## config.mk

```make
export PLATFORM = sky130hd
export DESIGN_NAME = clipped_color_keyed_pixel_blit_flat
export DESIGN_NICKNAME = d
export VERILOG_FILES = /design/src/rtl/core/ccpb_pkg.sv /design/src/rtl/core/ccpb_if.sv /design/src/rtl/core/ccpb_front.sv /design/src/rtl/core/ccpb_queue.sv /design/src/rtl/core/ccpb_back.sv /design/src/rtl/core/clipped_color_keyed_pixel_blit.sv /design/src/flat_wrapper.sv
export SDC_FILE = /design/constraint.sdc
export NUM_CORES = 1
export LEC_CHECK = 0
export BUFFER_PORTS_ARGS = -buffer_cell sky130_fd_sc_hd__buf_2
export CAP_MARGIN = 10
export CORE_MARGIN = 4
export CORE_UTILIZATION = 40
export CTS_CLUSTER_SIZE = 24
export DETAILED_ROUTE_END_ITERATION = 8
export PLACE_DENSITY = 0.62
export REMOVE_ABC_BUFFERS = 1
export SKIP_LAST_GASP = 1
export SLEW_MARGIN = 30
export SYNTH_ARGS = -nofsm -noshare
export SYNTH_HDL_FRONTEND = slang
export SYNTH_HIERARCHICAL = 1
export SYNTH_SLANG_ARGS = --single-unit
```

## constraint.sdc

```tcl
create_clock -name clk -period 26.8 [get_ports clk]
set_clock_uncertainty 0.2 [all_clocks]
set_input_delay 5.36 -clock clk [delete_from_list [all_inputs] [get_ports clk]]
set_output_delay 5.36 -clock clk [all_outputs]
set_load 0.01 [all_outputs]
```

## src/rtl/core/ccpb_pkg.sv

```systemverilog
// Shared types and constants for the clipped, color-keyed pixel blit.
// Holds the register map, conversion modes, configuration and queue entry types.
// No dependencies.
package ccpb_pkg;

  localparam int RAW_W    = 24;
  localparam int INDEX_W  = 23;
  localparam int WORD_W   = 32;
  localparam int BE_W     = 4;
  localparam int CFG_IDX_W = 3;
  localparam int CFG_DAT_W = 13;
  localparam int COUNT_W  = 11;
  localparam int POS_W    = 12;

  localparam int QUEUE_DEPTH = 4;

  localparam logic [CFG_IDX_W-1:0] REG_ORIGIN_X       = 3'd0;
  localparam logic [CFG_IDX_W-1:0] REG_ORIGIN_Y       = 3'd1;
  localparam logic [CFG_IDX_W-1:0] REG_PICTURE_WIDTH  = 3'd2;
  localparam logic [CFG_IDX_W-1:0] REG_PICTURE_HEIGHT = 3'd3;
  localparam logic [CFG_IDX_W-1:0] REG_FRAME_WIDTH    = 3'd4;
  localparam logic [CFG_IDX_W-1:0] REG_BAND_TOP       = 3'd5;
  localparam logic [CFG_IDX_W-1:0] REG_BAND_BOTTOM    = 3'd6;
  localparam logic [CFG_IDX_W-1:0] REG_CONVERSION     = 3'd7;

  typedef enum logic [1:0] {
    MODE_565_TO_565  = 2'd0,
    MODE_565_TO_8888 = 2'd1,
    MODE_888_TO_8888 = 2'd2,
    MODE_NONE        = 2'd3
  } mode_t;

  localparam logic [15:0] GREEN_MASK = 16'h07e0;
  localparam logic [15:0] BLUE_MASK  = 16'h001f;

  localparam logic [BE_W-1:0] BE_16BIT = 4'h3;
  localparam logic [BE_W-1:0] BE_32BIT = 4'h7;

  typedef struct packed {
    logic signed [12:0] origin_x;
    logic signed [12:0] origin_y;
    logic [10:0]        picture_width;
    logic [10:0]        picture_height;
    logic [11:0]        frame_width;
    logic [11:0]        band_top;
    logic [12:0]        band_bottom;
    mode_t              mode;
  } cfg_t;

  typedef struct packed {
    logic [POS_W:0]    rel_row;
    logic [POS_W-1:0]  column;
    logic [WORD_W-1:0] word;
    logic [BE_W-1:0]   byte_en;
  } job_t;

endpackage

```

## src/rtl/core/ccpb_if.sv

```systemverilog
// Valid/ready channel interfaces for the pixel blit's source and write streams.
// Depends on ccpb_pkg for field widths.
interface ccpb_in_if import ccpb_pkg::*; ();
  logic               valid;
  logic               ready;
  logic [RAW_W-1:0]   raw_pixel;
  logic               frame_begin;

  modport source (output valid, output raw_pixel, output frame_begin, input ready);
  modport sink   (input valid, input raw_pixel, input frame_begin, output ready);
endinterface

interface ccpb_out_if import ccpb_pkg::*; ();
  logic               valid;
  logic               ready;
  logic [INDEX_W-1:0] pixel_index;
  logic [WORD_W-1:0]  write_word;
  logic [BE_W-1:0]    byte_enables;

  modport source (output valid, output pixel_index, output write_word,
                  output byte_enables, input ready);
  modport sink   (input valid, input pixel_index, input write_word,
                  input byte_enables, output ready);
endinterface

```

## src/rtl/core/ccpb_front.sv

```systemverilog
// Front end: accepts source pixels, tracks image position, clips, keys and converts.
// Pushes one job per surviving pixel into the queue. Depends on ccpb_pkg, ccpb_in_if.
module ccpb_front import ccpb_pkg::*; (
  input  logic       clk,
  input  logic       rst_n,
  input  cfg_t       cfg,
  ccpb_in_if.sink    in_px,
  input  logic       queue_full,
  output logic       push_valid,
  output job_t       push_data
);

  logic [COUNT_W-1:0] col_r, col_nxt;
  logic [COUNT_W-1:0] row_r, row_nxt;
  logic [COUNT_W-1:0] col_eff, row_eff, col_inc;
  logic signed [13:0] fx, fy, rel;
  logic               accept, in_window, key_ok;
  logic [7:0]         b0, b1, b2;
  logic [15:0]        p565;
  logic [WORD_W-1:0]  word;
  logic [BE_W-1:0]    byte_en;

  assign in_px.ready = !queue_full;
  assign accept      = in_px.valid && in_px.ready;

  assign col_eff = in_px.frame_begin ? '0 : col_r;
  assign row_eff = in_px.frame_begin ? '0 : row_r;

  assign fx  = $signed({cfg.origin_x[12], cfg.origin_x}) + $signed({3'b000, col_eff});
  assign fy  = $signed({cfg.origin_y[12], cfg.origin_y}) + $signed({3'b000, row_eff});
  assign rel = fy - $signed({2'b00, cfg.band_top});

  assign in_window = (col_eff < cfg.picture_width) && (row_eff < cfg.picture_height) &&
                     !fx[13] && (fx < $signed({2'b00, cfg.frame_width})) &&
                     (fy >= $signed({2'b00, cfg.band_top})) &&
                     (fy < $signed({1'b0, cfg.band_bottom}));

  assign b0   = in_px.raw_pixel[7:0];
  assign b1   = in_px.raw_pixel[15:8];
  assign b2   = in_px.raw_pixel[23:16];
  assign p565 = {b0, b1};

  always_comb begin
    word    = '0;
    byte_en = '0;
    key_ok  = 1'b0;
    unique case (cfg.mode)
      MODE_565_TO_565: begin
        word    = {16'h0000, b1, b0};
        byte_en = BE_16BIT;
        key_ok  = ({b1, b0} != 16'h0000);
      end
      MODE_565_TO_8888: begin
        word    = {8'h00, p565[15:11], 3'b000,
                   6'((p565 & GREEN_MASK) >> 5), 2'b00,
                   5'(p565 & BLUE_MASK), 3'b000};
        byte_en = BE_32BIT;
        key_ok  = (p565 != 16'h0000);
      end
      MODE_888_TO_8888: begin
        word    = {8'h00, b2, b1, b0};
        byte_en = BE_32BIT;
        key_ok  = (in_px.raw_pixel != '0);
      end
      MODE_NONE: begin
        key_ok = 1'b0;
      end
      default: begin
        key_ok = 1'b0;
      end
    endcase
  end

  assign push_valid        = accept && in_window && key_ok;
  assign push_data.rel_row = rel[POS_W:0];
  assign push_data.column  = fx[POS_W-1:0];
  assign push_data.word    = word;
  assign push_data.byte_en = byte_en;

  assign col_inc = col_eff + 11'd1;

  always_comb begin
    col_nxt = col_eff;
    row_nxt = row_eff;
    if (cfg.picture_width != '0) begin
      if ((col_inc >= cfg.picture_width) || (col_inc == '0)) begin
        col_nxt = '0;
        row_nxt = (row_eff == '1) ? row_eff : row_eff + 11'd1;
      end else begin
        col_nxt = col_inc;
      end
    end
  end

  always_ff @(posedge clk) begin
    if (!rst_n) begin
      col_r <= '0;
      row_r <= '0;
    end else if (accept) begin
      col_r <= col_nxt;
      row_r <= row_nxt;
    end
  end

endmodule

```

## src/rtl/core/ccpb_queue.sv

```systemverilog
// Short FIFO of converted write jobs between the front and back ends.
// Depends on ccpb_pkg for the job type.
module ccpb_queue import ccpb_pkg::*; #(
  parameter int DEPTH = QUEUE_DEPTH
) (
  input  logic clk,
  input  logic rst_n,
  input  logic push_valid,
  input  job_t push_data,
  output logic full,
  input  logic pop,
  output logic not_empty,
  output job_t pop_data
);

  localparam int PTR_W = (DEPTH > 1) ? $clog2(DEPTH) : 1;
  localparam int CNT_W = $clog2(DEPTH + 1);

  job_t             mem [DEPTH];
  logic [PTR_W-1:0] wr_ptr_r, rd_ptr_r;
  logic [CNT_W-1:0] count_r;
  logic             do_push, do_pop;

  assign full      = (count_r == CNT_W'(DEPTH));
  assign not_empty = (count_r != '0);
  assign do_push   = push_valid && !full;
  assign do_pop    = pop && not_empty;
  assign pop_data  = mem[rd_ptr_r];

  always_ff @(posedge clk) begin
    if (do_push) begin
      mem[wr_ptr_r] <= push_data;
    end
  end

  always_ff @(posedge clk) begin
    if (!rst_n) begin
      wr_ptr_r <= '0;
      rd_ptr_r <= '0;
      count_r  <= '0;
    end else begin
      if (do_push) begin
        wr_ptr_r <= (wr_ptr_r == PTR_W'(DEPTH - 1)) ? '0 : wr_ptr_r + PTR_W'(1);
      end
      if (do_pop) begin
        rd_ptr_r <= (rd_ptr_r == PTR_W'(DEPTH - 1)) ? '0 : rd_ptr_r + PTR_W'(1);
      end
      if (do_push && !do_pop) begin
        count_r <= count_r + CNT_W'(1);
      end else if (do_pop && !do_push) begin
        count_r <= count_r - CNT_W'(1);
      end
    end
  end

endmodule

```

## src/rtl/core/ccpb_back.sv

```systemverilog
// Back end: turns a queued job into a framebuffer write with its pixel index.
// One multiply and add into the output register. Depends on ccpb_pkg, ccpb_out_if.
module ccpb_back import ccpb_pkg::*; (
  input  logic       clk,
  input  logic       rst_n,
  input  logic [11:0] frame_width,
  input  logic       job_valid,
  input  job_t       job,
  output logic       job_pop,
  ccpb_out_if.source out_wr
);

  logic               valid_r;
  logic [INDEX_W-1:0] index_r;
  logic [WORD_W-1:0]  word_r;
  logic [BE_W-1:0]    be_r;
  logic [INDEX_W-1:0] offset;

  assign job_pop = job_valid && (!valid_r || out_wr.ready);
  assign offset  = INDEX_W'(job.rel_row) * INDEX_W'(frame_width) + INDEX_W'(job.column);

  always_ff @(posedge clk) begin
    if (!rst_n) begin
      valid_r <= 1'b0;
    end else if (job_pop) begin
      valid_r <= 1'b1;
    end else if (out_wr.ready) begin
      valid_r <= 1'b0;
    end
  end

  always_ff @(posedge clk) begin
    if (job_pop) begin
      index_r <= offset;
      word_r  <= job.word;
      be_r    <= job.byte_en;
    end
  end

  assign out_wr.valid        = valid_r;
  assign out_wr.pixel_index  = index_r;
  assign out_wr.write_word   = word_r;
  assign out_wr.byte_enables = be_r;

endmodule

```

## src/rtl/core/clipped_color_keyed_pixel_blit.sv

```systemverilog
// Top level of the clipped, color-keyed pixel blit: register file, front, queue, back.
// Depends on ccpb_pkg, ccpb_if, ccpb_front, ccpb_queue and ccpb_back.
//
//   channel  direction  handshake        payload
//   in_px    sink       valid / ready    raw_pixel, frame_begin
//   out_wr   source     valid / ready    pixel_index, write_word, byte_enables
//   cfg_*    write      cfg_we           cfg_index, cfg_wdata
//
// One pixel is accepted per cycle while the queue is not full; each job passes the queue
// and the back end's output register before out_wr.valid rises. The front end classifies
// in the accepting cycle; the back end's multiply-add fills the output register. Reset is
// synchronous: it clears counters, queue and settings (but frame width 1, mode MODE_NONE).
// A stall on out_wr fills the queue; in_px.ready drops only when the queue is full.
module clipped_color_keyed_pixel_blit import ccpb_pkg::*; #(
  parameter int QDEPTH = QUEUE_DEPTH
) (
  input  logic                 clk,
  input  logic                 rst_n,
  ccpb_in_if.sink              in_px,
  ccpb_out_if.source           out_wr,
  input  logic                 cfg_we,
  input  logic [CFG_IDX_W-1:0] cfg_index,
  input  logic [CFG_DAT_W-1:0] cfg_wdata
);

  cfg_t cfg_r;
  logic q_full, q_push, q_pop, q_not_empty;
  job_t q_in, q_out;

  always_ff @(posedge clk) begin
    if (!rst_n) begin
      cfg_r.origin_x       <= '0;
      cfg_r.origin_y       <= '0;
      cfg_r.picture_width  <= '0;
      cfg_r.picture_height <= '0;
      cfg_r.frame_width    <= 12'd1;
      cfg_r.band_top       <= '0;
      cfg_r.band_bottom    <= '0;
      cfg_r.mode           <= MODE_NONE;
    end else if (cfg_we) begin
      unique case (cfg_index)
        REG_ORIGIN_X:       cfg_r.origin_x       <= $signed(cfg_wdata);
        REG_ORIGIN_Y:       cfg_r.origin_y       <= $signed(cfg_wdata);
        REG_PICTURE_WIDTH:  cfg_r.picture_width  <= cfg_wdata[10:0];
        REG_PICTURE_HEIGHT: cfg_r.picture_height <= cfg_wdata[10:0];
        REG_FRAME_WIDTH:    cfg_r.frame_width    <= cfg_wdata[11:0];
        REG_BAND_TOP:       cfg_r.band_top       <= cfg_wdata[11:0];
        REG_BAND_BOTTOM:    cfg_r.band_bottom    <= cfg_wdata;
        REG_CONVERSION:     cfg_r.mode           <= mode_t'(cfg_wdata[1:0]);
        default: begin
        end
      endcase
    end
  end

  ccpb_front u_front (
    .clk        (clk),
    .rst_n      (rst_n),
    .cfg        (cfg_r),
    .in_px      (in_px),
    .queue_full (q_full),
    .push_valid (q_push),
    .push_data  (q_in)
  );

  ccpb_queue #(
    .DEPTH (QDEPTH)
  ) u_queue (
    .clk        (clk),
    .rst_n      (rst_n),
    .push_valid (q_push),
    .push_data  (q_in),
    .full       (q_full),
    .pop        (q_pop),
    .not_empty  (q_not_empty),
    .pop_data   (q_out)
  );

  ccpb_back u_back (
    .clk         (clk),
    .rst_n       (rst_n),
    .frame_width (cfg_r.frame_width),
    .job_valid   (q_not_empty),
    .job         (q_out),
    .job_pop     (q_pop),
    .out_wr      (out_wr)
  );

endmodule

```

## src/flat_wrapper.sv

```systemverilog
// flat-port wrapper written by rule: the top's interface ports become plain ports
module clipped_color_keyed_pixel_blit_flat import ccpb_pkg::*;
#(
  parameter int QDEPTH = QUEUE_DEPTH
)
  (clk, rst_n, cfg_we, cfg_index, cfg_wdata, in_px_valid, in_px_raw_pixel, in_px_frame_begin, in_px_ready, out_wr_valid, out_wr_pixel_index, out_wr_write_word, out_wr_byte_enables, out_wr_ready);
  ccpb_in_if in_px_i ();
  ccpb_out_if out_wr_i ();
  input  logic clk;
  input  logic rst_n;
  input  logic cfg_we;
  input  logic [CFG_IDX_W-1:0] cfg_index;
  input  logic [CFG_DAT_W-1:0] cfg_wdata;
  input wire logic [$bits(in_px_i.valid)-1:0] in_px_valid;
  input wire logic [$bits(in_px_i.raw_pixel)-1:0] in_px_raw_pixel;
  input wire logic [$bits(in_px_i.frame_begin)-1:0] in_px_frame_begin;
  output wire logic [$bits(in_px_i.ready)-1:0] in_px_ready;
  output wire logic [$bits(out_wr_i.valid)-1:0] out_wr_valid;
  output wire logic [$bits(out_wr_i.pixel_index)-1:0] out_wr_pixel_index;
  output wire logic [$bits(out_wr_i.write_word)-1:0] out_wr_write_word;
  output wire logic [$bits(out_wr_i.byte_enables)-1:0] out_wr_byte_enables;
  input wire logic [$bits(out_wr_i.ready)-1:0] out_wr_ready;
  assign in_px_i.valid = in_px_valid;
  assign in_px_i.raw_pixel = in_px_raw_pixel;
  assign in_px_i.frame_begin = in_px_frame_begin;
  assign in_px_ready = in_px_i.ready;
  assign out_wr_valid = out_wr_i.valid;
  assign out_wr_pixel_index = out_wr_i.pixel_index;
  assign out_wr_write_word = out_wr_i.write_word;
  assign out_wr_byte_enables = out_wr_i.byte_enables;
  assign out_wr_i.ready = out_wr_ready;
  clipped_color_keyed_pixel_blit #(.QDEPTH(QDEPTH)) u_core (.clk(clk), .rst_n(rst_n), .in_px(in_px_i), .out_wr(out_wr_i), .cfg_we(cfg_we), .cfg_index(cfg_index), .cfg_wdata(cfg_wdata));
endmodule
```

==> impl_results.md <==
* Global Route Usage Sum at about 18%
* Post-CTS resize count at 0
* Clk sinks at 422
* Post-CTS Setup Bufs at 0
* Most frequent cell after synthesis: edfxtp_1
* Synth top area share at a little over a third
* Top cells by count, synth: edfxtp_1, inv_1, nand2_1
* Crit path DAT at 12.72 ns
* CTS tree: built
* Status: completed
* Warnings, synthesis at 6
* Vias in the first global route at ~17000
* Setup_tns at 0 ns
* Via Count at roughly 16000
* Switching share of power at 23.2%
* Residual DRC count at 0
* Mapped Avg Cell Area at 11.7 sq um
* Port bufs at 106
* ANT nets after route at 0
* Buffers and inverters on the worst path at 3
* Power per cell area at 54.4 nW/um^2
* Ports at 107
* Dominant synthesized flop cell: edfxtp_1
* Crit path max-delay cell type: nor2b_1
* Synth-to-Final Area Change at 11.5%
* Sequential fraction of the synthesis area at 45.7%
* Clock power share at 45.6%
* Post-layout util at 45.2%
* Cell Area, Synth at 25100 sq um
* Met2 Routed Length at about 28000 um
* Most used cell, CP: ha_1
* Clock buffer count from CTS at 47
* DP HPWL at 41800 um
* Syn Inst Count at approximately 2100
* Initial core utilization at between 40% and 50%
* Worst path top cell family by delay: compound AO/OA/AOI/OAI gates
* RSZ-0062 raised after global routing: no
* Fin area at 28000 sq um
* Clock transition at the registers of the reported paths at 0.06 ns
* TritonRoute pass-1 iters at 5
* Top cell type by total area after synthesis: edfxtp_1
* Fin crit period at 12.41 ns
* Area of the die at 66800 sq um
* Detail Route met3 WL at ~2700 um
* Die Span Y at 259 um
* Antenna Diode Count at 0
* Post-DP Area at around 26000 sq um
* Pwr Total at 1.52 mW
* Routed length on met1 at 26800 um
* Static Leak at 11.3 nW
* Final Hold Fails at 0
* DR WL/cell at 19.1 um
* Pint at 1.17 mW
* WP data required at around 27 ns
* Fmax at 80.6 MHz
* Slew margin rel. at 34.2%
* Root Driver: clkbuf_16
* Post-synthesis register bit count at 422
* Final Net Count at 2522
* DR top layer: met4
* Vias/cell at 5.25
* Initial antenna violation count at 0
* Die width at roughly 260 um
* CP Launch Type: input port
* Sequential power share at 46.6%
* First-pass GRT wire length at ~94000 um
* Crit. End Element: register
* Drt initial violations at 1134
* Hold Buf Count CTS at 0
* Distinct cells, synth at 96
* Switch Pwr at roughly 350 uW
* Number of synthesized flops with an enable pin at 303
* Gp weighted congestion at 0.877
* Slew @ Worst Pin at 0.986 ns
* Pin count of the biggest net entering global routing at 62
* Clock latency on the worst-skew pair at 0.60 ns
* GRT overflow at 0
* Max clock buf depth at 3
* Hold Path Class: register to register
* WS Path Type: input port to register
* CP Max Fanout at 52
* Row count at 91
* VDD IR max at 0.0427 mV
* Final wirelength at 58900 um
* Synth top area cells: edfxtp_1, fa_1, dfxtp_1
* Finish-stage setup viols at 0
* Tcrit/Tclk final at 46.3%
* Layout cells sized above 1 at 13.2%
* H-Tree Depth at 2
* Fin cells at ~3000
* Post-synthesis async set-or-reset flop share at 0%
* CP peak stage delay at 0.52 ns
* Placed Instances at 2999
* Combinational share of power at 7.7%
* Max-slew violations at 0
* Max cap viols at 0
* Core area at 61900 sq um
path summary, 6_finish.rpt:
check | startpoint | to | slack (ns) | depth (start not counted)
setup / recovery | in_px_frame_begin | u_core/u_queue/count_r[2]$_SDFFE_PN0P_ | 14.39 | 28
setup reg to reg | u_core/u_front/col_r[0]$_SDFFE_PN0P_ | u_core/u_queue/count_r[2]$_SDFFE_PN0P_ | 19.09 | 26
hold / removal | u_core/cfg_r[4]$_SDFFE_PN0P_ | u_core/cfg_r[4]$_SDFFE_PN0P_ | 0.26 | 2
hold reg to reg | u_core/cfg_r[4]$_SDFFE_PN0P_ | u_core/cfg_r[4]$_SDFFE_PN0P_ | 0.26 | 2
cells in the final DEF, fill, tap and decap left out, types with 10 or more instances in the layout:
cell type  count
nand2b_1      10
nand3_1       25
edfxtp_1     303
a31oi_1       10
o21a_1        13
inv_1        258
xnor2_1       56
xor2_1        15
ha_1         143
clkbuf_16     47
nor2b_1       42
a21oi_1       48
buf_4         16
a21o_1        22
mux2i_1       93
dfxtp_1      117
nor2_1        92
nor4_1        16
fa_1         122
nor3_1        16
nand2_1      220
buf_2        105
mux4_2        60
clkbuf_1      10
and2_1       103
o211ai_1      10
o22ai_1       10
o21ai_0       37
nand4_1       14
a22oi_1       23
worst register-to-register path: stages (launching register included):
cell,delay (ns)
dfxtp_1,0.47
nor2b_1,0.36
ha_1,0.28
ha_1,0.22
a21oi_1,0.08
a211oi_1,0.40
nor4_1,0.13
o21ai_0,0.34
o31ai_1,0.14
a221oi_2,0.47
o21ai_0,0.17
xnor2_1,0.44
ha_1,0.33
o211ai_1,0.11
o2bb2ai_1,0.10
nor4_1,0.25
o2111ai_1,0.15
a211o_1,0.31
a221o_1,0.27
nor4_1,0.47
nor2b_1,0.53
ha_1,0.29
inv_1,0.08
fa_1,0.39
xor2_1,0.16
or3_1,0.31
a21boi_0,0.19
kinds of logic (layout without fill, tap and decap cells):
family / count (synthesis) / after routing / synth area share, %
compound gates: 256 / 256 / 7.17
xor+xnor: 71 / 71 / 2.48
fa+ha+maj: 267 / 267 / 16.9
buf+inv: 364 / 468 / 6.20
flops: 422 / 422 / 45.7
mux: 158 / 158 / 9.38
other cells: 1 / 9 / 0.0149
simple gates: 599 / 599 / 12.1
area by class of cell:
class,count,area (sq um)
inverters,258,968
well taps,837,1050
clock buffers,63,1290
flip-flops and latches,422,11500
fillers,5666,34000
multi-input cells,1360,12100
clock inverters,25,407
repair buffers,122,657
metrics by stage:
stage          setup slack, ns  hold WS (ns)
2_1_floorplan            15.09         0.236
3_3_place_gp             14.35         0.248
3_5_place_dp             13.90         0.253
4_1_cts                  14.50         0.261
5_1_grt                  13.90         0.278
6_report                 14.39         0.259
state kept, by name, indices dropped and copies added, names as in the netlist, named ones only:
name	flops
u_core/u_back/out_wr.pixel_index	23
u_core/u_front/col_r	11
u_core/cfg_r	87
u_core/u_queue/count_r	3
u_core/u_queue/wr_ptr_r	2
u_core/u_queue/mem	244
u_core/u_queue/rd_ptr_r	2
u_core/u_back/out_wr.byte_enables	4
u_core/u_back/out_wr.valid	1
u_core/u_front/row_r	11
u_core/u_back/out_wr.write_word	32
layer usage:
metal | global-route usage (%) | up-vias
met5 | 0 | -
met4 | 3.82 | 0
met3 | 2.79 | 74
met2 | 29.5 | 384
met1 | 24.7 | 8149
li1 | - | 7586
power by group through the flow:
stage          registers (mW)  clock network (mW)  logic, mW
2_1_floorplan           0.721                   0     0.0786
3_3_place_gp            0.723                   0      0.115
3_5_place_dp            0.723                   0      0.117
4_1_cts                 0.709               0.710      0.118
5_1_grt                 0.709               0.741      0.132
6_report                0.709               0.694      0.117
Power figures use the tool's default switching activity.
